$ cat src/hdl/parenthesized_infix_evaluator_assert.svh
// Assertion macros shared by the evaluator RTL.
// Included by modules that carry concurrent checks; no other dependencies.
`ifndef PARENTHESIZED_INFIX_EVALUATOR_ASSERT_SVH
`define PARENTHESIZED_INFIX_EVALUATOR_ASSERT_SVH

// Same-cycle implication, held off during reset
`define PIE_ASSERT_IMP(lbl, clk, rst_n, ante, cons, msg) \
    lbl: assert property (@(posedge clk) disable iff (!rst_n) (ante) |-> (cons)) \
        else $error(msg);

// Next-cycle implication, held off during reset
`define PIE_ASSERT_NXT(lbl, clk, rst_n, ante, cons, msg) \
    lbl: assert property (@(posedge clk) disable iff (!rst_n) (ante) |=> (cons)) \
        else $error(msg);

`endif

$ cat src/hdl/pie_pkg.sv
// Shared types and constants for the infix evaluator.
// No dependencies; imported by the top, front, queue and back modules.
`timescale 1ns / 1ps

package pie_pkg;

    // Character codes
    localparam logic [7:0] CH_ZERO  = 8'd48;
    localparam logic [7:0] CH_NINE  = 8'd57;
    localparam logic [7:0] CH_OPEN  = 8'd40;
    localparam logic [7:0] CH_CLOSE = 8'd41;
    localparam logic [7:0] CH_PLUS  = 8'd43;
    localparam logic [7:0] CH_MINUS = 8'd45;
    localparam logic [7:0] CH_STAR  = 8'd42;
    localparam logic [7:0] CH_SLASH = 8'd47;

    // Operator codes held on the operator stack
    localparam logic [1:0] OP_ADD = 2'd0;
    localparam logic [1:0] OP_SUB = 2'd1;
    localparam logic [1:0] OP_MUL = 2'd2;
    localparam logic [1:0] OP_DIV = 2'd3;

    // Result status codes
    localparam logic [2:0] ST_OK      = 3'd0;
    localparam logic [2:0] ST_INVALID = 3'd1;
    localparam logic [2:0] ST_DIVZERO = 3'd2;
    localparam logic [2:0] ST_UNDER   = 3'd3;
    localparam logic [2:0] ST_OVER    = 3'd4;

    // Command kinds passed from front to back
    localparam logic [2:0] K_NUM     = 3'd0;
    localparam logic [2:0] K_OP      = 3'd1;
    localparam logic [2:0] K_CLOSE   = 3'd2;
    localparam logic [2:0] K_END     = 3'd3;
    localparam logic [2:0] K_INVALID = 3'd4;

    // Command queue sizing
    localparam int QUEUE_DEPTH = 4;
    localparam int QUEUE_AW    = $clog2(QUEUE_DEPTH);
    localparam int QUEUE_CW    = $clog2(QUEUE_DEPTH + 1);

    typedef struct packed {
        logic [2:0] kind;
        logic [3:0] arg;    // digit value, or operator code in the low bits
    } t_cmd;

    typedef struct packed {
        logic [31:0] value;
        logic [2:0]  status;
        logic        last;
    } t_res;

endpackage

$ cat src/hdl/parenthesized_infix_evaluator.sv
// Evaluator for fully parenthesised infix expressions with single-digit operands.
// Input stream: tdata carries one character (bits 7:0), tlast marks end of expression.
// Output stream: tdata is the 32-bit value, tuser the 3-bit status, tlast the final flag.
// A result is produced for a close parenthesis, an end of expression, or any error
// (invalid character, stack under- or overflow, divide by zero); other characters
// produce nothing. A close parenthesis reads the right operand and operator (S_RHS),
// then the left operand (S_LHS); for / it waits on the 32-step iterative divider
// (S_DIV), then writes back and emits (S_EMIT). An end of expression uses S_END_RD.
// Characters enter a four-deep command queue, so the input keeps being taken while
// the back end is busy dividing; s_axis_tready falls only when that queue is full.
// Results sit in a single output register: while the receiver stalls, the back end
// holds the next command and the queue fills behind it.
// Reset (i_rst_n low, synchronous) empties both stacks, the queue and the output.
// Depends on pie_pkg, pie_front, pie_fifo and pie_back.
`timescale 1ns / 1ps

module parenthesized_infix_evaluator #(
    parameter int NUM_DEPTH = 64,
    parameter int OP_DEPTH  = 32
) (
    input  logic        i_clk,
    input  logic        i_rst_n,
    input  logic        s_axis_tvalid,
    output logic        s_axis_tready,
    input  logic [7:0]  s_axis_tdata,   // [7:0] char_code
    input  logic        s_axis_tlast,   // end_of_expr
    output logic        m_axis_tvalid,
    input  logic        m_axis_tready,
    output logic [31:0] m_axis_tdata,   // [31:0] value
    output logic [2:0]  m_axis_tuser,   // [2:0] status
    output logic        m_axis_tlast    // is_final
);
    import pie_pkg::*;

    logic q_full;
    logic q_push;
    t_cmd q_in;
    logic q_pop;
    logic q_valid;
    t_cmd q_out;
    t_res res;

    pie_front u_front (
        .i_valid      (s_axis_tvalid),
        .o_ready      (s_axis_tready),
        .i_char       (s_axis_tdata),
        .i_end        (s_axis_tlast),
        .i_queue_full (q_full),
        .o_push       (q_push),
        .o_cmd        (q_in)
    );

    pie_fifo u_fifo (
        .i_clk   (i_clk),
        .i_rst_n (i_rst_n),
        .i_push  (q_push),
        .i_cmd   (q_in),
        .o_full  (q_full),
        .i_pop   (q_pop),
        .o_valid (q_valid),
        .o_cmd   (q_out)
    );

    pie_back #(.NUM_DEPTH(NUM_DEPTH), .OP_DEPTH(OP_DEPTH)) u_back (
        .i_clk       (i_clk),
        .i_rst_n     (i_rst_n),
        .i_cmd_valid (q_valid),
        .i_cmd       (q_out),
        .o_cmd_pop   (q_pop),
        .o_res_valid (m_axis_tvalid),
        .i_res_ready (m_axis_tready),
        .o_res       (res)
    );

    assign m_axis_tdata = res.value;
    assign m_axis_tuser = res.status;
    assign m_axis_tlast = res.last;

endmodule

$ cat src/hdl/pie_ram.sv
// Generic simple dual-port RAM: one write port, one read port, registered read.
// No dependencies.
`timescale 1ns / 1ps

module pie_ram #(
    parameter int W     = 32,
    parameter int DEPTH = 64,
    localparam int AW   = (DEPTH > 1) ? $clog2(DEPTH) : 1
) (
    input  logic          i_clk,
    input  logic          i_we,
    input  logic [AW-1:0] i_waddr,
    input  logic [W-1:0]  i_wdata,
    input  logic [AW-1:0] i_raddr,
    output logic [W-1:0]  o_rdata
);

    logic [W-1:0] r_mem [DEPTH];
    logic [W-1:0] r_rdata;

    // Write port and registered read port
    always_ff @(posedge i_clk) begin
        if (i_we) begin
            r_mem[i_waddr] <= i_wdata;
        end
        r_rdata <= r_mem[i_raddr];
    end

    assign o_rdata = r_rdata;

endmodule

$ cat src/hdl/pie_fifo.sv
// Short command queue between the front and back of the evaluator.
// Depends on pie_pkg for the command type and queue sizing.
`timescale 1ns / 1ps

module pie_fifo (
    input  logic          i_clk,
    input  logic          i_rst_n,
    input  logic          i_push,
    input  pie_pkg::t_cmd i_cmd,
    output logic          o_full,
    input  logic          i_pop,
    output logic          o_valid,
    output pie_pkg::t_cmd o_cmd
);
    import pie_pkg::*;

    t_cmd                r_mem [QUEUE_DEPTH];
    logic [QUEUE_AW-1:0] r_wr;
    logic [QUEUE_AW-1:0] r_rd;
    logic [QUEUE_CW-1:0] r_cnt;

    // Pointers and fill count
    always_ff @(posedge i_clk) begin
        if (!i_rst_n) begin
            r_wr  <= '0;
            r_rd  <= '0;
            r_cnt <= '0;
        end else begin
            if (i_push) begin
                r_wr <= r_wr + QUEUE_AW'(1);
            end
            if (i_pop) begin
                r_rd <= r_rd + QUEUE_AW'(1);
            end
            if (i_push && !i_pop) begin
                r_cnt <= r_cnt + QUEUE_CW'(1);
            end else if (i_pop && !i_push) begin
                r_cnt <= r_cnt - QUEUE_CW'(1);
            end
        end
    end

    // Storage
    always_ff @(posedge i_clk) begin
        if (i_push) begin
            r_mem[r_wr] <= i_cmd;
        end
    end

    assign o_full  = (r_cnt == QUEUE_CW'(QUEUE_DEPTH));
    assign o_valid = (r_cnt != '0);
    assign o_cmd   = r_mem[r_rd];

endmodule

$ cat src/hdl/pie_front.sv
// Front end: accepts characters and classifies them into queue commands.
// Depends on pie_pkg; feeds pie_fifo.
`timescale 1ns / 1ps

module pie_front (
    input  logic          i_valid,
    output logic          o_ready,
    input  logic [7:0]    i_char,
    input  logic          i_end,
    input  logic          i_queue_full,
    output logic          o_push,
    output pie_pkg::t_cmd o_cmd
);
    import pie_pkg::*;

    logic w_keep;
    logic [7:0] w_digit;

    assign w_digit = i_char - CH_ZERO;

    // Classify one character; an open parenthesis is dropped here
    always_comb begin
        w_keep     = 1'b1;
        o_cmd.kind = K_INVALID;
        o_cmd.arg  = '0;
        if (i_end) begin
            o_cmd.kind = K_END;
        end else if (i_char == CH_OPEN) begin
            w_keep = 1'b0;
        end else if (i_char >= CH_ZERO && i_char <= CH_NINE) begin
            o_cmd.kind = K_NUM;
            o_cmd.arg  = w_digit[3:0];
        end else begin
            unique case (i_char)
                CH_PLUS: begin
                    o_cmd.kind = K_OP;
                    o_cmd.arg  = {2'b00, OP_ADD};
                end
                CH_MINUS: begin
                    o_cmd.kind = K_OP;
                    o_cmd.arg  = {2'b00, OP_SUB};
                end
                CH_STAR: begin
                    o_cmd.kind = K_OP;
                    o_cmd.arg  = {2'b00, OP_MUL};
                end
                CH_SLASH: begin
                    o_cmd.kind = K_OP;
                    o_cmd.arg  = {2'b00, OP_DIV};
                end
                CH_CLOSE: begin
                    o_cmd.kind = K_CLOSE;
                end
                default: begin
                    o_cmd.kind = K_INVALID;
                end
            endcase
        end
    end

    assign o_ready = !i_queue_full;
    assign o_push  = i_valid && !i_queue_full && w_keep;

endmodule

$ cat src/hdl/pie_div.sv
// Iterative signed 32-bit divider, one quotient bit per cycle, truncating.
// No package dependency; used by pie_back.
`timescale 1ns / 1ps

module pie_div (
    input  logic        i_clk,
    input  logic        i_rst_n,
    input  logic        i_start,
    input  logic [31:0] i_num,
    input  logic [31:0] i_den,
    output logic        o_busy,
    output logic        o_done,
    output logic [31:0] o_quo
);

    logic        r_busy;
    logic        r_done;
    logic [4:0]  r_step;
    logic [31:0] r_rem;
    logic [31:0] r_quo;
    logic [31:0] r_den;
    logic        r_neg;
    logic [32:0] w_rem_sh;
    logic [33:0] w_diff;

    // One restoring step
    assign w_rem_sh = {r_rem, r_quo[31]};
    assign w_diff   = {1'b0, w_rem_sh} - {2'b00, r_den};

    // Control
    always_ff @(posedge i_clk) begin
        if (!i_rst_n) begin
            r_busy <= 1'b0;
            r_done <= 1'b0;
            r_step <= '0;
        end else begin
            r_done <= 1'b0;
            if (i_start) begin
                r_busy <= 1'b1;
                r_step <= '0;
            end else if (r_busy) begin
                r_step <= r_step + 5'd1;
                if (r_step == 5'd31) begin
                    r_busy <= 1'b0;
                    r_done <= 1'b1;
                end
            end
        end
    end

    // Datapath: operands taken as magnitudes, sign applied at the output
    always_ff @(posedge i_clk) begin
        if (i_start) begin
            r_rem <= '0;
            r_quo <= i_num[31] ? (32'd0 - i_num) : i_num;
            r_den <= i_den[31] ? (32'd0 - i_den) : i_den;
            r_neg <= i_num[31] ^ i_den[31];
        end else if (r_busy) begin
            if (!w_diff[33]) begin
                r_rem <= w_diff[31:0];
                r_quo <= {r_quo[30:0], 1'b1};
            end else begin
                r_rem <= w_rem_sh[31:0];
                r_quo <= {r_quo[30:0], 1'b0};
            end
        end
    end

    assign o_busy = r_busy;
    assign o_done = r_done;
    assign o_quo  = r_neg ? (32'd0 - r_quo) : r_quo;

endmodule

$ cat src/hdl/pie_back.sv
// Back end: runs the number and operator stacks, the ALU and the result register.
// Depends on pie_pkg, pie_ram, pie_div and the assertion macro header.
`timescale 1ns / 1ps
`include "parenthesized_infix_evaluator_assert.svh"

module pie_back #(
    parameter int NUM_DEPTH = 64,
    parameter int OP_DEPTH  = 32
) (
    input  logic          i_clk,
    input  logic          i_rst_n,
    input  logic          i_cmd_valid,
    input  pie_pkg::t_cmd i_cmd,
    output logic          o_cmd_pop,
    output logic          o_res_valid,
    input  logic          i_res_ready,
    output pie_pkg::t_res o_res
);
    import pie_pkg::*;

    localparam int NUM_AW = (NUM_DEPTH > 1) ? $clog2(NUM_DEPTH) : 1;
    localparam int NUM_CW = $clog2(NUM_DEPTH + 1);
    localparam int OP_AW  = (OP_DEPTH > 1) ? $clog2(OP_DEPTH) : 1;
    localparam int OP_CW  = $clog2(OP_DEPTH + 1);

    localparam logic [2:0] S_IDLE   = 3'd0;
    localparam logic [2:0] S_END_RD = 3'd1;
    localparam logic [2:0] S_RHS    = 3'd2;
    localparam logic [2:0] S_LHS    = 3'd3;
    localparam logic [2:0] S_DIV    = 3'd4;
    localparam logic [2:0] S_EMIT   = 3'd5;

    logic [2:0]        r_state, n_state;
    logic [NUM_CW-1:0] r_num_cnt, n_num_cnt;
    logic [OP_CW-1:0]  r_op_cnt, n_op_cnt;
    logic [31:0]       r_rhs, n_rhs;
    logic [1:0]        r_op, n_op;
    logic [31:0]       r_res, n_res;
    logic [2:0]        r_status, n_status;
    logic              r_out_valid, n_out_valid;
    t_res              r_out, n_out;

    logic              w_out_free;
    logic [NUM_CW-1:0] w_num_m1;
    logic [NUM_CW-1:0] w_num_m2;
    logic [OP_CW-1:0]  w_op_m1;
    logic              num_we;
    logic [NUM_AW-1:0] num_waddr;
    logic [31:0]       num_wdata;
    logic [NUM_AW-1:0] num_raddr;
    logic [31:0]       num_rdata;
    logic              op_we;
    logic [1:0]        op_rdata;
    logic              div_start;
    logic              div_busy;
    logic              div_done;
    logic [31:0]       div_quo;

    assign w_num_m1   = r_num_cnt - NUM_CW'(1);
    assign w_num_m2   = r_num_cnt - NUM_CW'(2);
    assign w_op_m1    = r_op_cnt - OP_CW'(1);
    assign w_out_free = !r_out_valid || i_res_ready;
    assign num_raddr  = (r_state == S_RHS) ? w_num_m2[NUM_AW-1:0] : w_num_m1[NUM_AW-1:0];

    // Stacks
    pie_ram #(.W(32), .DEPTH(NUM_DEPTH)) u_num_ram (
        .i_clk   (i_clk),
        .i_we    (num_we),
        .i_waddr (num_waddr),
        .i_wdata (num_wdata),
        .i_raddr (num_raddr),
        .o_rdata (num_rdata)
    );

    pie_ram #(.W(2), .DEPTH(OP_DEPTH)) u_op_ram (
        .i_clk   (i_clk),
        .i_we    (op_we),
        .i_waddr (r_op_cnt[OP_AW-1:0]),
        .i_wdata (i_cmd.arg[1:0]),
        .i_raddr (w_op_m1[OP_AW-1:0]),
        .o_rdata (op_rdata)
    );

    pie_div u_div (
        .i_clk   (i_clk),
        .i_rst_n (i_rst_n),
        .i_start (div_start),
        .i_num   (num_rdata),
        .i_den   (r_rhs),
        .o_busy  (div_busy),
        .o_done  (div_done),
        .o_quo   (div_quo)
    );

    // Sequencer
    always_comb begin
        n_state     = r_state;
        n_num_cnt   = r_num_cnt;
        n_op_cnt    = r_op_cnt;
        n_rhs       = r_rhs;
        n_op        = r_op;
        n_res       = r_res;
        n_status    = r_status;
        n_out_valid = r_out_valid && !i_res_ready;
        n_out       = r_out;
        o_cmd_pop   = 1'b0;
        num_we      = 1'b0;
        num_waddr   = r_num_cnt[NUM_AW-1:0];
        num_wdata   = {28'd0, i_cmd.arg};
        op_we       = 1'b0;
        div_start   = 1'b0;

        unique case (r_state)
            S_IDLE: begin
                if (i_cmd_valid && w_out_free) begin
                    o_cmd_pop = 1'b1;
                    unique case (i_cmd.kind)
                        K_NUM: begin
                            if (r_num_cnt >= NUM_CW'(NUM_DEPTH)) begin
                                n_out_valid = 1'b1;
                                n_out       = '{value: '0, status: ST_OVER, last: 1'b0};
                            end else begin
                                num_we    = 1'b1;
                                n_num_cnt = r_num_cnt + NUM_CW'(1);
                            end
                        end
                        K_OP: begin
                            if (r_op_cnt >= OP_CW'(OP_DEPTH)) begin
                                n_out_valid = 1'b1;
                                n_out       = '{value: '0, status: ST_OVER, last: 1'b0};
                            end else begin
                                op_we    = 1'b1;
                                n_op_cnt = r_op_cnt + OP_CW'(1);
                            end
                        end
                        K_CLOSE: begin
                            if (r_num_cnt < NUM_CW'(2) || r_op_cnt == '0) begin
                                n_out_valid = 1'b1;
                                n_out       = '{value: '0, status: ST_UNDER, last: 1'b0};
                            end else begin
                                n_state = S_RHS;
                            end
                        end
                        K_END: begin
                            if (r_num_cnt == '0) begin
                                n_out_valid = 1'b1;
                                n_out       = '{value: '0, status: ST_UNDER, last: 1'b1};
                                n_op_cnt    = '0;
                            end else begin
                                n_state = S_END_RD;
                            end
                        end
                        default: begin
                            n_out_valid = 1'b1;
                            n_out       = '{value: '0, status: ST_INVALID, last: 1'b0};
                        end
                    endcase
                end
            end
            S_END_RD: begin
                n_out_valid = 1'b1;
                n_out       = '{value: num_rdata, status: ST_OK, last: 1'b1};
                n_num_cnt   = '0;
                n_op_cnt    = '0;
                n_state     = S_IDLE;
            end
            S_RHS: begin
                n_rhs   = num_rdata;
                n_op    = op_rdata;
                n_state = S_LHS;
            end
            S_LHS: begin
                n_status = ST_OK;
                n_state  = S_EMIT;
                unique case (r_op)
                    OP_ADD: n_res = num_rdata + r_rhs;
                    OP_SUB: n_res = num_rdata - r_rhs;
                    OP_MUL: n_res = num_rdata * r_rhs;
                    default: begin
                        if (r_rhs == '0) begin
                            n_res    = '0;
                            n_status = ST_DIVZERO;
                        end else begin
                            div_start = 1'b1;
                            n_state   = S_DIV;
                        end
                    end
                endcase
            end
            S_DIV: begin
                if (div_done) begin
                    n_res   = div_quo;
                    n_state = S_EMIT;
                end
            end
            S_EMIT: begin
                num_we      = 1'b1;
                num_waddr   = w_num_m2[NUM_AW-1:0];
                num_wdata   = r_res;
                n_num_cnt   = w_num_m1;
                n_op_cnt    = w_op_m1;
                n_out_valid = 1'b1;
                n_out       = '{value: r_res, status: r_status, last: 1'b0};
                n_state     = S_IDLE;
            end
            default: begin
                n_state = S_IDLE;
            end
        endcase
    end

    // Control registers
    always_ff @(posedge i_clk) begin
        if (!i_rst_n) begin
            r_state     <= S_IDLE;
            r_num_cnt   <= '0;
            r_op_cnt    <= '0;
            r_out_valid <= 1'b0;
        end else begin
            r_state     <= n_state;
            r_num_cnt   <= n_num_cnt;
            r_op_cnt    <= n_op_cnt;
            r_out_valid <= n_out_valid;
        end
    end

    // Payload registers
    always_ff @(posedge i_clk) begin
        r_rhs    <= n_rhs;
        r_op     <= n_op;
        r_res    <= n_res;
        r_status <= n_status;
        r_out    <= n_out;
    end

    assign o_res_valid = r_out_valid;
    assign o_res       = r_out;

    // Checks
    `PIE_ASSERT_IMP(a_err_zero, i_clk, i_rst_n, r_out_valid && r_out.status != ST_OK, r_out.value == '0, "error result carries a non-zero value")
    `PIE_ASSERT_IMP(a_pop_free, i_clk, i_rst_n, o_cmd_pop, w_out_free && r_state == S_IDLE, "command taken while result register busy")
    `PIE_ASSERT_IMP(a_div_owned, i_clk, i_rst_n, div_busy || div_done, r_state == S_DIV, "divider active outside divide state")
    `PIE_ASSERT_NXT(a_end_clear, i_clk, i_rst_n, r_state == S_END_RD, r_num_cnt == '0 && r_op_cnt == '0, "stacks not cleared after final answer")

endmodule
$ cat config.mk
export PLATFORM = sky130hd
export DESIGN_NAME = parenthesized_infix_evaluator
export DESIGN_NICKNAME = d
export VERILOG_FILES = /design/src/hdl/pie_pkg.sv /design/src/hdl/parenthesized_infix_evaluator.sv /design/src/hdl/pie_ram.sv /design/src/hdl/pie_fifo.sv /design/src/hdl/pie_front.sv /design/src/hdl/pie_div.sv /design/src/hdl/pie_back.sv
export VERILOG_INCLUDE_DIRS = /design/src /design/src/hdl
export SDC_FILE = /design/constraint.sdc
export NUM_CORES = 2
export LEC_CHECK = 0
export BUFFER_PORTS_ARGS = -buffer_cell sky130_fd_sc_hd__buf_2
export CAP_MARGIN = 20
export CORE_ASPECT_RATIO = 1.5
export CORE_UTILIZATION = 45
export CTS_BUF_LIST = sky130_fd_sc_hd__clkbuf_8 sky130_fd_sc_hd__clkbuf_16
export DETAILED_ROUTE_END_ITERATION = 16
export PLACE_DENSITY_LB_ADDON = 0.25
export SYNTH_ARGS = -nofsm -noshare
export SYNTH_HDL_FRONTEND = slang
export SYNTH_SLANG_ARGS = --single-unit
$ cat constraint.sdc
create_clock -name i_clk -period 10.4 [get_ports i_clk]
set_clock_uncertainty 0.15 [all_clocks]
set_input_delay 1.04 -clock i_clk [delete_from_list [all_inputs] [get_ports i_clk]]
set_output_delay 1.04 -clock i_clk [all_outputs]
set_load 0.005 [all_outputs]
==> flow_metrics.py <==
metrics = {
    "status": {
        "status": "finished, final reports clean",
    },
    "sta": {
        "min_period_ns": 8.36,
        "setup_violations": 0,
        "rsz0062_at_grt": "no",
        "maxSlewHeadroom": 0.215,
        "worstMarginPinSlew_ns": 1.18,
        "finalHoldViolations": 0,
        "min_period_over_period": 0.804,
        "drv_slew": 0,
        "setup_tns_ns": 0,
        "max_freq_mhz": 120,
    },
    "clock_network": {
        "cts_resized": 0,
        "clk_latency_ns": 0.88,
        "cts_tree": "built",
        "cts_setup_buffers": 0,
        "clock_path_buffers": 4,
        "cts_hold_buf": 0,
        "cts_made_buffers": 219,
        "cts-root-buf": "clkbuf_16",
        "clk_pin_slew_worst_paths_ns": 0.07,
        "cts.htree.levels": 4,
        "cts_sinks": 2407,
    },
    "critical_path": {
        "cp.required_ns": 10.83,
        "cp_max_fo": 25,
        "worstSetupPathType": "reg -> reg",
        "max_stage_delay_ns": 1.08,
        "crit_path_start_kind": "register",
        "slowest_stage": "edfxtp_1",
        "cp_data_arrival_time_ns": 8.79,
        "cp_cell_sequence": "and2_1, fa_1, inv_1, fa_1, fa_1, inv_1, fa_1, ha_1, ha_1, inv_1, fa_1, inv_1, fa_1, ha_1, or3_1, o211a_1, o21ai_0, a21oi_1, a211oi_1, o21ai_0, o211a_1, mux2i_1, o211ai_1",
        "cpMostUsedCell": "fa_1",
        "end_kind": "register",
        "crit_buf_inv": 4,
        "critPathTopFamily": "adder cells",
    },
    "routing": {
        "wl_met2_mm": 167,
        "vias": 64031,
        "totalWireLength_mm": 310,
        "drc_errors": 0,
        "drt_iter0_markers": 6199,
        "drt-pass1-iter-count": 6,
        "antenna_left": 0,
        "dr.max_layer_used": "met4",
        "wl_per_cell_microns": 28.5,
        "met3_length_mm": 15.7,
        "wl_met1_mm": 115,
        "routed_via_density": 5.89,
    },
    "yosys": {
        "synth_area_per_cell_sq_um": 15.6,
        "yosysWarnings": 0,
        "yosys.cell_types.count": 78,
        "synth_cells": 7345,
        "synth_fp_nets": 7981,
        "synth-edff-count": 2308,
        "ys_async_sr_fraction": 0,
        "ys.flop_type": "edfxtp_1",
        "syn_area_sq_um": 114000,
        "synth-seq-cells": 2407,
        "ys_seq_area_frac": 0.623,
    },
    "cells_and_area": {
        "seqCellArea_sq_um": 71300,
        "fill_cells": 20914,
        "multi_input_area_sq_um": 40400,
        "area_growth_pct": 10.9,
        "finish.utilization": 0.502,
        "num-nets-final": 8036,
        "drive_above_1_share": 0.168,
        "most-common-layout-cells": "edfxtp_1 (2,308), nand2_1 (824), mux4_2 (550)",
        "final_common_cell": "edfxtp_1",
    },
    "placed_design": {
        "port_buffers": 50,
        "place_hpwl_mm": 190,
        "gp_congestion": 0.929,
    },
    "grt": {
        "grt_pass1_vias": 66253,
        "antenna_found_initial": 7,
        "grt_max_degree": 119,
        "grt_pass1_wl_mm": 452,
        "grt_overflow": 0,
        "track_usage": 0.243,
    },
    "floorplanning": {
        "core_area_sq_um": 253000,
        "ioPinCount": 51,
        "start_util": 0.453,
        "die_area_sq_um": 256000,
        "die_w_microns": 414,
        "fp.dieH_microns": 620,
        "num_rows": 226,
    },
    "worst_hold_path": {
        "hp-class": "reg -> reg",
    },
    "run": {
        "maxCapViolations": 0,
    },
}
==> cell usage after synthesis (all sizes together) (6+ instances only) <==
master	count	share of area
a211oi	30	0.0020
a21boi	6	0.00039
a21o	45	0.0030
a21oi	152	0.0066
a22oi	21	0.0014
a311oi	81	0.0062
a31oi	41	0.0022
and2	312	0.017
and3	91	0.0050
buf	111	0.0046
clkbuf	316	0.010
dfxtp	99	0.017
edfxtp	2308	0.61
fa	411	0.072
ha	212	0.023
inv	457	0.015
mux2i	102	0.0089
mux4	550	0.11
nand2	828	0.027
nand2b	34	0.0019
nand3	141	0.0062
nand3b	6	0.00039
nand4	15	0.00087
nor2	276	0.0091
nor2b	24	0.0013
nor3	40	0.0017
nor3b	11	0.00072
nor4	12	0.00095
o211ai	8	0.00052
o21a	16	0.0010
o21ai	138	0.0061
o21bai	9	0.00059
o221ai	8	0.00061
o22ai	20	0.0011
o31a	6	0.00046
o31ai	22	0.0014
o41ai	11	0.00084
or2	11	0.00060
or3	25	0.0014
or4	15	0.0010
xnor2	177	0.014
xor2	93	0.0071
==> kinds of logic (layout without fill, tap and decap cells) <==
kind of cell,count (synthesis),after routing,share of synthesized area
AO/OA/AOI/OAI,651,651,0.0374
XOR/XNOR,270,270,0.0207
adder cells (fa/ha/maj),623,623,0.0951
buffers and inverters,884,1109,0.0300
flip-flops,2407,2407,0.623
multiplexers,657,657,0.118
other,0,2,0
AND/OR/NAND/NOR,1853,1853,0.0763
==> per-layer routing <==
| metal | up-vias | track usage |
|---|---|---|
| met1 | 33956 | 0.291 |
| met4 | 0 | 0.0981 |
| met2 | 2142 | 0.443 |
| li1 | 27360 | - |
| met5 | - | 0 |
| met3 | 573 | 0.0256 |
==> sequential cells by signal (all words and copies together), names as in the netlist, 32 cells and up, named ones only <==
register,count
u_back.u_op_ram.r_mem,64
u_back.r_res,32
u_back.u_div.r_quo,32
u_back.u_num_ram.r_mem,2048
u_back.u_div.r_rem,32
u_back.u_div.r_den,32
u_back.o_res,36
u_back.r_rhs,32
u_back.u_num_ram.o_rdata,32
==> path summary, 6_finish.rpt <==
check	start	to	slack [ns]	depth (start not counted)
min reg2reg	u_back.u_op_ram.o_rdata[1]	u_back.r_op[1]	0.26	0
max	u_back.r_rhs[3]	u_back.r_res[30]	2.04	23
max reg2reg	u_back.r_rhs[3]	u_back.r_res[30]	2.04	23
min	u_back.u_op_ram.o_rdata[1]	u_back.r_op[1]	0.26	0
==> stage by stage <==
stage          area, sq um  hold slack [ns]  instances  worst slack (ns)
2_1_floorplan       114000            0.236       7345              3.11
3_3_place_gp        119000            0.247      10461              2.27
3_5_place_dp        119000            0.245      10461              2.14
4_1_cts             126000            0.262      10852              2.09
5_1_grt             127000            0.278      10877              1.71
6_report            127000            0.264      10878              2.04
==> final cells by class <==
| class | count | share of cell area |
|---|---|---|
| Clock buffer | 226 | 0.0439 |
| Tap cell | 3306 | 0.0326 |
| Antenna cell | 2 | 0.0000394 |
| Multi-Input combinational cell | 4054 | 0.318 |
| Clock inverter | 165 | 0.0119 |
| Timing Repair Buffer | 261 | 0.0182 |
| Inverter | 457 | 0.0135 |
| Sequential cell | 2407 | 0.562 |
Power is left out: the tool's default activity adds up to more than one toggle a clock period on the data nets, which glitch-free logic cannot reach.
